$ cat src/hw/rtl/tpsq_pkg.sv
`timescale 1ns / 1ps
// ----------------------------------------------------------------------------
// tpsq_pkg
// Shared commands, states and records of the three-class send queue.
// ----------------------------------------------------------------------------
package tpsq_pkg;

    typedef enum logic [2:0] {
        CMD_ENQUEUE = 3'd0,
        CMD_PEEK    = 3'd1,
        CMD_COMMIT  = 3'd2,
        CMD_DEFER   = 3'd3,
        CMD_PURGE   = 3'd4,
        CMD_CLEAR   = 3'd5,
        CMD_QUERY   = 3'd6,
        CMD_NOP     = 3'd7
    } cmd_t;

    localparam int NUM_CLASSES = 3;

    typedef struct packed {
        logic [2:0]  cmd;
        logic [1:0]  cls;
        logic [15:0] handle;
        logic [15:0] key;
        logic [31:0] tval;
    } req_t;

    typedef struct packed {
        logic        pending_valid;
        logic [1:0]  pending_priority;
        logic [15:0] pending_handle;
        logic [15:0] pending_key;
        logic [5:0]  total_count;
        logic        deadline_valid;
        logic [31:0] deadline;
        logic        key_present;
        logic        overflow;
    } rsp_t;

    typedef enum logic [2:0] {
        ST_IDLE,
        ST_RD,
        ST_WAIT,
        ST_CHECK,
        ST_NEXT,
        ST_OUT
    } state_t;

endpackage

$ cat src/hw/rtl/tpsq_front.sv
`timescale 1ns / 1ps
// ----------------------------------------------------------------------------
// tpsq_front
// Accepts command beats, maps the class code and holds them in a two-entry
// queue for the engine.
// ----------------------------------------------------------------------------
module tpsq_front (
    input  logic              aclk,
    input  logic              aresetn,
    input  logic              in_valid,
    output logic              in_ready,
    input  tpsq_pkg::req_t    in_req,
    output logic              q_valid,
    input  logic              q_ready,
    output tpsq_pkg::req_t    q_req
);
    tpsq_pkg::req_t buf_reg [2];
    logic       wptr_reg, rptr_reg;
    logic [1:0] cnt_reg;
    tpsq_pkg::req_t mapped;
    logic push, pop;

    always_comb begin
        mapped = in_req;
        if (in_req.cls == 2'd3) begin
            mapped.cls = 2'd2;
        end
    end

    assign in_ready = (cnt_reg != 2'd2);
    assign q_valid  = (cnt_reg != 2'd0);
    assign q_req    = buf_reg[rptr_reg];
    assign push     = in_valid && in_ready;
    assign pop      = q_valid && q_ready;

    always_ff @(posedge aclk) begin
        if (push) begin
            buf_reg[wptr_reg] <= mapped;
        end
        if (!aresetn) begin
            wptr_reg <= 1'b0;
            rptr_reg <= 1'b0;
            cnt_reg  <= 2'd0;
        end else begin
            if (push) wptr_reg <= ~wptr_reg;
            if (pop)  rptr_reg <= ~rptr_reg;
            cnt_reg <= cnt_reg + {1'b0, push} - {1'b0, pop};
        end
    end
endmodule

$ cat src/hw/rtl/tpsq_engine.sv
`timescale 1ns / 1ps
// ----------------------------------------------------------------------------
// tpsq_engine
// Executes commands on the three descriptor memories. Purge walks each class
// and query to a match, one entry per step; an output register holds results.
// ----------------------------------------------------------------------------
module tpsq_engine #(
    parameter int QUEUE_DEPTH = 16
) (
    input  logic              aclk,
    input  logic              aresetn,
    input  logic              q_valid,
    output logic              q_ready,
    input  tpsq_pkg::req_t    q_req,
    output logic              r_valid,
    input  logic              r_ready,
    output tpsq_pkg::rsp_t    r_rsp
);
    localparam int AW = (QUEUE_DEPTH > 1) ? $clog2(QUEUE_DEPTH) : 1;
    localparam int CW = $clog2(QUEUE_DEPTH + 1);
    localparam int TW = (CW + 2 > 6) ? CW + 2 : 6;

    logic [31:0] mem0 [QUEUE_DEPTH];
    logic [31:0] mem1 [QUEUE_DEPTH];
    logic [31:0] mem2 [QUEUE_DEPTH];

    logic [AW-1:0] head_reg [3];
    logic [AW-1:0] head_next [3];
    logic [CW-1:0] count_reg [3];
    logic [CW-1:0] count_next [3];
    logic [31:0]   retry_reg, retry_next;

    tpsq_pkg::state_t state_reg, state_next;
    tpsq_pkg::req_t   req_reg, req_next;
    logic [1:0]       cls_reg, cls_next;
    logic [CW-1:0]    idx_reg, idx_next, kept_reg, kept_next;
    logic             found_reg, found_next;
    logic [31:0]      rd_data_reg;
    logic             out_valid_reg, out_valid_next;
    tpsq_pkg::rsp_t   out_reg, out_next;

    logic          rd_en;
    logic [1:0]    rd_cls;
    logic [AW-1:0] rd_addr;
    logic          wr_en;
    logic [1:0]    wr_cls;
    logic [AW-1:0] wr_addr;
    logic [31:0]   wr_data;

    logic [CW-1:0] sel_count;
    logic [AW-1:0] sel_head;
    logic [1:0]    peek_cls;
    logic          peek_any;
    logic [TW-1:0] total;

    function automatic logic [AW-1:0] wrap(input logic [AW-1:0] h, input logic [CW-1:0] o);
        logic [CW:0] s;
        s = {{(CW+1-AW){1'b0}}, h} + {1'b0, o};
        if (s >= (CW+1)'(QUEUE_DEPTH)) s = s - (CW+1)'(QUEUE_DEPTH);
        return s[AW-1:0];
    endfunction

    always_ff @(posedge aclk) begin
        if (wr_en) begin
            unique case (wr_cls)
                2'd0:    mem0[wr_addr] <= wr_data;
                2'd1:    mem1[wr_addr] <= wr_data;
                default: mem2[wr_addr] <= wr_data;
            endcase
        end
        if (rd_en) begin
            unique case (rd_cls)
                2'd0:    rd_data_reg <= mem0[rd_addr];
                2'd1:    rd_data_reg <= mem1[rd_addr];
                default: rd_data_reg <= mem2[rd_addr];
            endcase
        end
    end

    always_ff @(posedge aclk) begin
        req_reg <= req_next;
        out_reg <= out_next;
        if (!aresetn) begin
            state_reg     <= tpsq_pkg::ST_IDLE;
            retry_reg     <= '0;
            out_valid_reg <= 1'b0;
            cls_reg       <= '0;
            idx_reg       <= '0;
            kept_reg      <= '0;
            found_reg     <= 1'b0;
            for (int i = 0; i < 3; i++) begin
                head_reg[i]  <= '0;
                count_reg[i] <= '0;
            end
        end else begin
            state_reg     <= state_next;
            retry_reg     <= retry_next;
            out_valid_reg <= out_valid_next;
            cls_reg       <= cls_next;
            idx_reg       <= idx_next;
            kept_reg      <= kept_next;
            found_reg     <= found_next;
            for (int i = 0; i < 3; i++) begin
                head_reg[i]  <= head_next[i];
                count_reg[i] <= count_next[i];
            end
        end
    end

    assign sel_count = count_reg[cls_reg];
    assign sel_head  = head_reg[cls_reg];
    assign total = TW'(count_reg[0]) + TW'(count_reg[1]) + TW'(count_reg[2]);
    assign peek_any = (count_reg[0] != '0) || (count_reg[1] != '0) || (count_reg[2] != '0);
    assign peek_cls = (count_reg[0] != '0) ? 2'd0 : ((count_reg[1] != '0) ? 2'd1 : 2'd2);

    assign r_valid = out_valid_reg;
    assign r_rsp   = out_reg;

    always_comb begin
        state_next     = state_reg;
        req_next       = req_reg;
        cls_next       = cls_reg;
        idx_next       = idx_reg;
        kept_next      = kept_reg;
        found_next     = found_reg;
        retry_next     = retry_reg;
        out_next       = out_reg;
        out_valid_next = out_valid_reg;
        q_ready        = 1'b0;
        rd_en          = 1'b0;
        rd_cls         = cls_reg;
        rd_addr        = wrap(sel_head, idx_reg);
        wr_en          = 1'b0;
        wr_cls         = cls_reg;
        wr_addr        = wrap(sel_head, kept_reg);
        wr_data        = rd_data_reg;
        for (int i = 0; i < 3; i++) begin
            head_next[i]  = head_reg[i];
            count_next[i] = count_reg[i];
        end
        if (out_valid_reg && r_ready) begin
            out_valid_next = 1'b0;
        end

        unique case (state_reg)
            tpsq_pkg::ST_IDLE: begin
                q_ready = !out_valid_reg || r_ready;
                if (q_valid && q_ready) begin
                    req_next   = q_req;
                    cls_next   = 2'd0;
                    idx_next   = '0;
                    kept_next  = '0;
                    found_next = 1'b0;
                    out_next   = '0;
                    unique case (tpsq_pkg::cmd_t'(q_req.cmd))
                        tpsq_pkg::CMD_ENQUEUE: begin
                            if (count_reg[q_req.cls] == CW'(QUEUE_DEPTH)) begin
                                out_next.overflow = 1'b1;
                            end else begin
                                wr_en   = 1'b1;
                                wr_cls  = q_req.cls;
                                wr_addr = wrap(head_reg[q_req.cls], count_reg[q_req.cls]);
                                wr_data = {q_req.handle, q_req.key};
                                count_next[q_req.cls] = count_reg[q_req.cls] + CW'(1);
                            end
                            state_next = tpsq_pkg::ST_OUT;
                        end
                        tpsq_pkg::CMD_PEEK: begin
                            if (q_req.tval >= retry_reg && peek_any) begin
                                cls_next   = peek_cls;
                                found_next = 1'b1;
                                rd_en      = 1'b1;
                                rd_cls     = peek_cls;
                                rd_addr    = head_reg[peek_cls];
                                state_next = tpsq_pkg::ST_WAIT;
                            end else begin
                                state_next = tpsq_pkg::ST_OUT;
                            end
                        end
                        tpsq_pkg::CMD_COMMIT: begin
                            if (count_reg[q_req.cls] != '0) begin
                                head_next[q_req.cls]  = wrap(head_reg[q_req.cls], CW'(1));
                                count_next[q_req.cls] = count_reg[q_req.cls] - CW'(1);
                            end
                            retry_next = '0;
                            state_next = tpsq_pkg::ST_OUT;
                        end
                        tpsq_pkg::CMD_DEFER: begin
                            retry_next = q_req.tval;
                            state_next = tpsq_pkg::ST_OUT;
                        end
                        tpsq_pkg::CMD_PURGE, tpsq_pkg::CMD_QUERY: begin
                            state_next = tpsq_pkg::ST_RD;
                        end
                        tpsq_pkg::CMD_CLEAR: begin
                            for (int i = 0; i < 3; i++) begin
                                head_next[i]  = '0;
                                count_next[i] = '0;
                            end
                            retry_next = '0;
                            state_next = tpsq_pkg::ST_OUT;
                        end
                        default: state_next = tpsq_pkg::ST_OUT;
                    endcase
                end
            end
            tpsq_pkg::ST_RD: begin
                if (idx_reg == sel_count || found_reg) begin
                    state_next = tpsq_pkg::ST_NEXT;
                end else begin
                    rd_en      = 1'b1;
                    state_next = tpsq_pkg::ST_CHECK;
                end
            end
            tpsq_pkg::ST_CHECK: begin
                if (rd_data_reg[15:0] == req_reg.key) begin
                    if (req_reg.cmd == tpsq_pkg::CMD_QUERY) found_next = 1'b1;
                end else if (req_reg.cmd == tpsq_pkg::CMD_PURGE) begin
                    wr_en     = 1'b1;
                    kept_next = kept_reg + CW'(1);
                end
                idx_next   = idx_reg + CW'(1);
                state_next = tpsq_pkg::ST_RD;
            end
            tpsq_pkg::ST_NEXT: begin
                if (req_reg.cmd == tpsq_pkg::CMD_PURGE) count_next[cls_reg] = kept_reg;
                idx_next  = '0;
                kept_next = '0;
                if (cls_reg == 2'd2 || found_reg) begin
                    state_next = tpsq_pkg::ST_OUT;
                end else begin
                    cls_next   = cls_reg + 2'd1;
                    state_next = tpsq_pkg::ST_RD;
                end
            end
            tpsq_pkg::ST_WAIT: begin
                out_next.pending_valid    = 1'b1;
                out_next.pending_priority = cls_reg;
                out_next.pending_handle   = rd_data_reg[31:16];
                out_next.pending_key      = rd_data_reg[15:0];
                state_next = tpsq_pkg::ST_OUT;
            end
            tpsq_pkg::ST_OUT: begin
                if (!out_valid_reg || r_ready) begin
                    out_next.total_count    = total[5:0];
                    out_next.deadline_valid = (total != '0);
                    out_next.deadline       = (total != '0) ? retry_reg : '0;
                    out_next.key_present    = (req_reg.cmd == tpsq_pkg::CMD_QUERY) && found_reg;
                    out_valid_next = 1'b1;
                    state_next     = tpsq_pkg::ST_IDLE;
                end
            end
            default: state_next = tpsq_pkg::ST_IDLE;
        endcase
    end
endmodule

$ cat src/hw/rtl/three_tier_priority_send_queue.sv
`timescale 1ns / 1ps
// ----------------------------------------------------------------------------
// three_tier_priority_send_queue
// Strict-priority send queue with control, retransmission and new-data classes.
//
// Channel   Dir  Contents
// s_axis    in   command beats (cmd, class, handle, key, tick)
// m_axis    out  one result beat per command
//
// A beat is registered in the two-beat input queue before the engine takes it.
// Enqueue, commit, defer, clear and empty peeks then go to the output state; a
// peek that offers an entry first reads its class memory. Purge and query walk
// the held entries one per step, up to 3*QUEUE_DEPTH of them, class by class.
// Reset is synchronous; the engine takes no new command while a result waits
// unaccepted in the output register, and the input queue accepts until full.
// ----------------------------------------------------------------------------
module three_tier_priority_send_queue #(
    parameter int QUEUE_DEPTH = 16
) (
    input  logic        aclk,
    input  logic        aresetn,
    input  logic        s_tvalid,
    output logic        s_tready,
    // cmd[2:0], handle[18:3], key[34:19], time_value[66:35], zeros
    input  logic [71:0] s_tdata,
    // priority_req[1:0]
    input  logic [1:0]  s_tuser,
    output logic        m_tvalid,
    input  logic        m_tready,
    // pending_valid[0], handle[16:1], key[32:17], total_count[38:33],
    // deadline_valid[39], deadline[71:40], key_present[72], overflow[73], zeros
    output logic [79:0] m_tdata,
    // pending_priority[1:0]
    output logic [1:0]  m_tuser
);
    tpsq_pkg::req_t in_req, q_req;
    tpsq_pkg::rsp_t rsp;
    logic q_valid, q_ready;

    always_comb begin
        in_req.cmd    = s_tdata[2:0];
        in_req.handle = s_tdata[18:3];
        in_req.key    = s_tdata[34:19];
        in_req.tval   = s_tdata[66:35];
        in_req.cls    = s_tuser;
    end

    tpsq_front u_front (
        .aclk(aclk), .aresetn(aresetn),
        .in_valid(s_tvalid), .in_ready(s_tready), .in_req(in_req),
        .q_valid(q_valid), .q_ready(q_ready), .q_req(q_req)
    );

    tpsq_engine #(.QUEUE_DEPTH(QUEUE_DEPTH)) u_engine (
        .aclk(aclk), .aresetn(aresetn),
        .q_valid(q_valid), .q_ready(q_ready), .q_req(q_req),
        .r_valid(m_tvalid), .r_ready(m_tready), .r_rsp(rsp)
    );

    assign m_tdata = {6'd0, rsp.overflow, rsp.key_present, rsp.deadline,
                      rsp.deadline_valid, rsp.total_count, rsp.pending_key,
                      rsp.pending_handle, rsp.pending_valid};
    assign m_tuser = rsp.pending_priority;

    a_ovf_only: assert property (@(posedge aclk) disable iff (!aresetn)
        m_tvalid && m_tdata[73] |-> !m_tdata[0] && !m_tdata[72])
        else $error("overflow reported with other flags");
    a_dl: assert property (@(posedge aclk) disable iff (!aresetn)
        m_tvalid && !m_tdata[39] |-> m_tdata[71:40] == 32'd0 && !m_tdata[0])
        else $error("deadline or offer while empty");
    a_pv: assert property (@(posedge aclk) disable iff (!aresetn)
        m_tvalid && m_tdata[0] |-> m_tdata[39] && m_tuser != 2'd3)
        else $error("bad offer");
endmodule
$ cat config.mk
export PLATFORM = sky130hd
export DESIGN_NAME = three_tier_priority_send_queue
export DESIGN_NICKNAME = d
export VERILOG_FILES = /design/src/hw/rtl/tpsq_pkg.sv /design/src/hw/rtl/tpsq_front.sv /design/src/hw/rtl/tpsq_engine.sv /design/src/hw/rtl/three_tier_priority_send_queue.sv
export SDC_FILE = /design/constraint.sdc
export NUM_CORES = 2
export LEC_CHECK = 0
export ABC_AREA = 1
export ABC_CLOCK_PERIOD_IN_PS = 5800
export BUFFER_PORTS_ARGS = -buffer_cell sky130_fd_sc_hd__buf_2
export CAP_MARGIN = 25
export CORE_ASPECT_RATIO = 1.4
export CORE_UTILIZATION = 40
export CTS_CLUSTER_SIZE = 14
export DETAILED_ROUTE_END_ITERATION = 8
export RECOVER_POWER = 50
export SYNTH_ARGS = -nofsm -noshare
export SYNTH_HDL_FRONTEND = slang
export SYNTH_HIERARCHICAL = 1
export SYNTH_SLANG_ARGS = --single-unit
$ cat constraint.sdc
create_clock -name aclk -period 5.8 [get_ports aclk]
set_input_delay 1.16 -clock aclk [delete_from_list [all_inputs] [get_ports aclk]]
set_output_delay 1.16 -clock aclk [all_outputs]
set_load 0.02 [all_outputs]
==> qor.yml <==
status:
  status: "finished, violations left"
  violations: "capacitance limit, slew limit"
sta:
  relSlewSlack_pct: -163
  layout_setup_ws_ps: 386
  finalMaxSlewViolations: 334
  worst-slew-pin-transition_ps: 3940
  fmax_ghz: 0.185
  fin_crit_ps: 5410
  rsz0062_at_grt: "no"
  layout_worst_path_cycle_share_pct: 93.3
  fin_tns_setup_ps: 0
  final_hold_viol_count: 0
  skew_ps: 40.2
  setup-violations-final: 0
place:
  gp_congestion: 0.866
  port_buffers: 150
  dp.cells: 9559
  place_ws_ps: 531
  dpl.hpwl_mm: 129
clock_tree:
  ctsRootBufferMaster: "clkbuf_16"
  clk_pin_slew_ps: 70
  cts_resized: 0
  clk_latency_ps: 840
  cts_tree: "done"
  htreeDepth: 4
  hold_buffers: 0
  numCtsBuffers: 170
  cts_max_path_buffers: 3
  cts_setup_buffers: 0
  numClockSinks: 1884
synth:
  synthFlopType: "edfxtp_1"
  yosys.area.top_type: "edfxtp_1"
  synth_cells: 6979
  ys_ff_latch: 1884
  synth_top_area_share_pct: 67.9
  async_flop_share_pct: 0
  synth_edf_count: 1801
  ys_seq_area_share_pct: 70.0
  syn_area_per_cell_um2: 11.4
  synth_most_common_cell: "edfxtp_1"
  synth_top_cells_by_count: "edfxtp_1 (1801), nand3_1 (1708), nand2_1 (1560)"
  synth.cell_area_um2: 79600
  ys_types: 50
  synth_area_leaders: "edfxtp_1 (68%), nand3_1 (11%), nand2_1 (7.4%)"
  yosys_warnings: 6
pwr:
  ir_worst_vdd_mv: 0.463
  totalPowerFinal_mw: 42.3
  power.density_nw_per_um2: 469
  power_leakage_nw: 32.8
setup_path:
  critical_path.most_common_cell: "nand2_1"
  path_delay_family: "buffers and inverters"
  critical_path.max_stage_delay_ps: 710
  endpoint_kind: "flop"
  cp.arrival_ps: 5900
  slowest_stage: "clkbuf_4"
  path_max_fanout: 48
  crit_buf_inv: 5
  worstPathRequired_ps: 6280
  reg2reg_depth: 16
  r2r_end: "u_engine/mem0[14][22]$_DFFE_PP_"
  crit_type: "reg2reg"
  critPathLaunchType: "flop"
  crit_chain: "mux2_4 -> inv_2 -> nand2_1 -> clkbuf_1 -> o22ai_1 -> a21oi_1 -> ha_1 -> nand2_1 -> nor2_1 -> nand2_1 -> nand2_1 -> inv_4 -> clkbuf_4 -> nand2_1 -> o21ai_0 -> buf_2"
  r2r_slack_ps: 390
worst_hold_path:
  min_from: "u_engine/head_reg[1][0]$_SDFFE_PN0P_"
  hold_class: "reg2reg"
  holdPathStages: 2
  hold_end: "u_engine/head_reg[1][0]$_SDFFE_PN0P_"
global_route:
  antenna_found_initial: 3
  grt_pass1_wl_mm: 330
  grt-ovfl-total: 0
  grt_pass1_vias: 51045
  gr-usage-all-layers_pct: 22.1
  grt_max_degree: 107
layout:
  top_regs: "u_engine/mem0: 512 flops, u_engine/mem1: 512 flops, u_engine/mem2: 512 flops"
  regArea_um2: 55700
  layout.nets: 7247
  multi_input_area_um2: 19900
  layout-drive-gt1-share_pct: 8.05
  synthToLayoutAreaGrowth_pct: 13.2
  stdcell_count: 9871
  fillers: 17787
routing:
  drt_first_pass_iters: 9
  wl_per_cell_um: 22.8
  drc_errors: 0
  ant_nets: 0
  dr_total_vias: 53448
  drt_wl_total_mm: 225
  drt_iter0_drc: 5340
  avgViaCountPerCell: 5.41
floorplanning:
  die_w_um: 379
  io_pins: 162
  rows: 193
  die_h_um: 530
  core_area_um2: 198000
  start_util_pct: 40.3
  die_area_um2: 201000
job:
  drv_cap: 11
per-layer routing:
metal  vias up  global-route usage (%)  part of all wire, %
li1      24424                       -                    -
met2      2176                    38.9                   51
met4         2                    7.44                  3.3
met5         -                       0               0.0053
met1     26402                    27.4                   39
met3       444                    3.53                  7.5
kinds of logic (layout without fill, tap and decap cells):
group	count (synthesis)	after routing	share of synthesized area (%)
multiplexers	69	69	1.02
flip-flops	1884	1884	70.0
XOR/XNOR	39	39	0.429
AO/OA/AOI/OAI	290	290	2.04
other	1	7	0.00471
adder cells (fa/ha/maj)	63	63	1.07
AND/OR/NAND/NOR	3545	3545	19.7
buffers and inverters	1088	1342	5.69
worst register-to-register path: cells and delay by family (launching register included):
| family | cells | cell delay (ps) |
|---|---|---|
| adders and majority gates | 1 | 290 |
| and+or+nand+nor | 6 | 1220 |
| muxes | 1 | 380 |
| DFF | 1 | 460 |
| AOI/OAI and AO/OA | 3 | 530 |
| buffers and inverters | 5 | 2190 |
per-stage QoR:
step	util, %	area [µm²]	hold slack, ps
2_1_floorplan	-	79600	441
3_3_place_gp	43.2	85300	454
3_5_place_dp	43.2	85400	458
4_1_cts	45.9	90600	469
5_1_grt	45.6	90100	501
6_report	45.6	90100	469
where the power goes:
part | total [mW] | switching (mW) | internal (mW) | leakage, nW
sequential | 17.4 | 0.325 | 17.0 | 17.0
combinational | 14.1 | 10.3 | 3.79 | 13.3
clock | 10.8 | 4.90 | 5.90 | 2.54
final cells by class:
class,instances,share of cell area [%]
flip-flops and latches,1884,61.9
multi-input cells,4012,22.1
clock buffers,226,5.12
repair buffers,356,3.68
well taps,2632,3.65
inverters,682,2.86
clock inverters,78,0.668
diodes,1,0.00278
cell usage in the layout, fill, tap and decap left out, types with 10 or more instances in the layout:
cell / n
o21ai_0: 75
nand3_1: 1708
edfxtp_1: 1801
ha_1: 54
clkinv_2: 17
o22ai_1: 17
o21ai_4: 11
buf_2: 28
buf_4: 78
nor2_4: 52
clkbuf_1: 185
inv_1: 671
xnor2_1: 21
mux2_1: 18
nand2_1: 1559
a21oi_1: 116
nand3b_1: 32
xor2_1: 18
clkinv_1: 42
dfxtp_1: 82
mux2_2: 43
clkbuf_16: 175
buf_12: 99
clkbuf_2: 10
nor2_1: 153
a211oi_1: 35
how the worst max path moves through the flow:
stage / cells past startpoint / slack, ps / startpoint / end
2_1_floorplan: 18 / 570 / flop / u_engine/mem0[0][0]$_DFFE_PP_
3_3_place_gp: 19 / 500 / flop / u_engine/rd_data_reg[12]$_DFFE_PP_
3_5_place_dp: 19 / 530 / flop / u_engine/rd_data_reg[12]$_DFFE_PP_
4_1_cts: 19 / 490 / flop / u_engine/rd_data_reg[12]$_DFFE_PP_
5_1_grt: 16 / 140 / flop / u_engine/mem0[13][22]$_DFFE_PP_
6_report: 16 / 390 / flop / u_engine/mem0[14][22]$_DFFE_PP_
No activity file was read; power rests on OpenSTA's default activity.
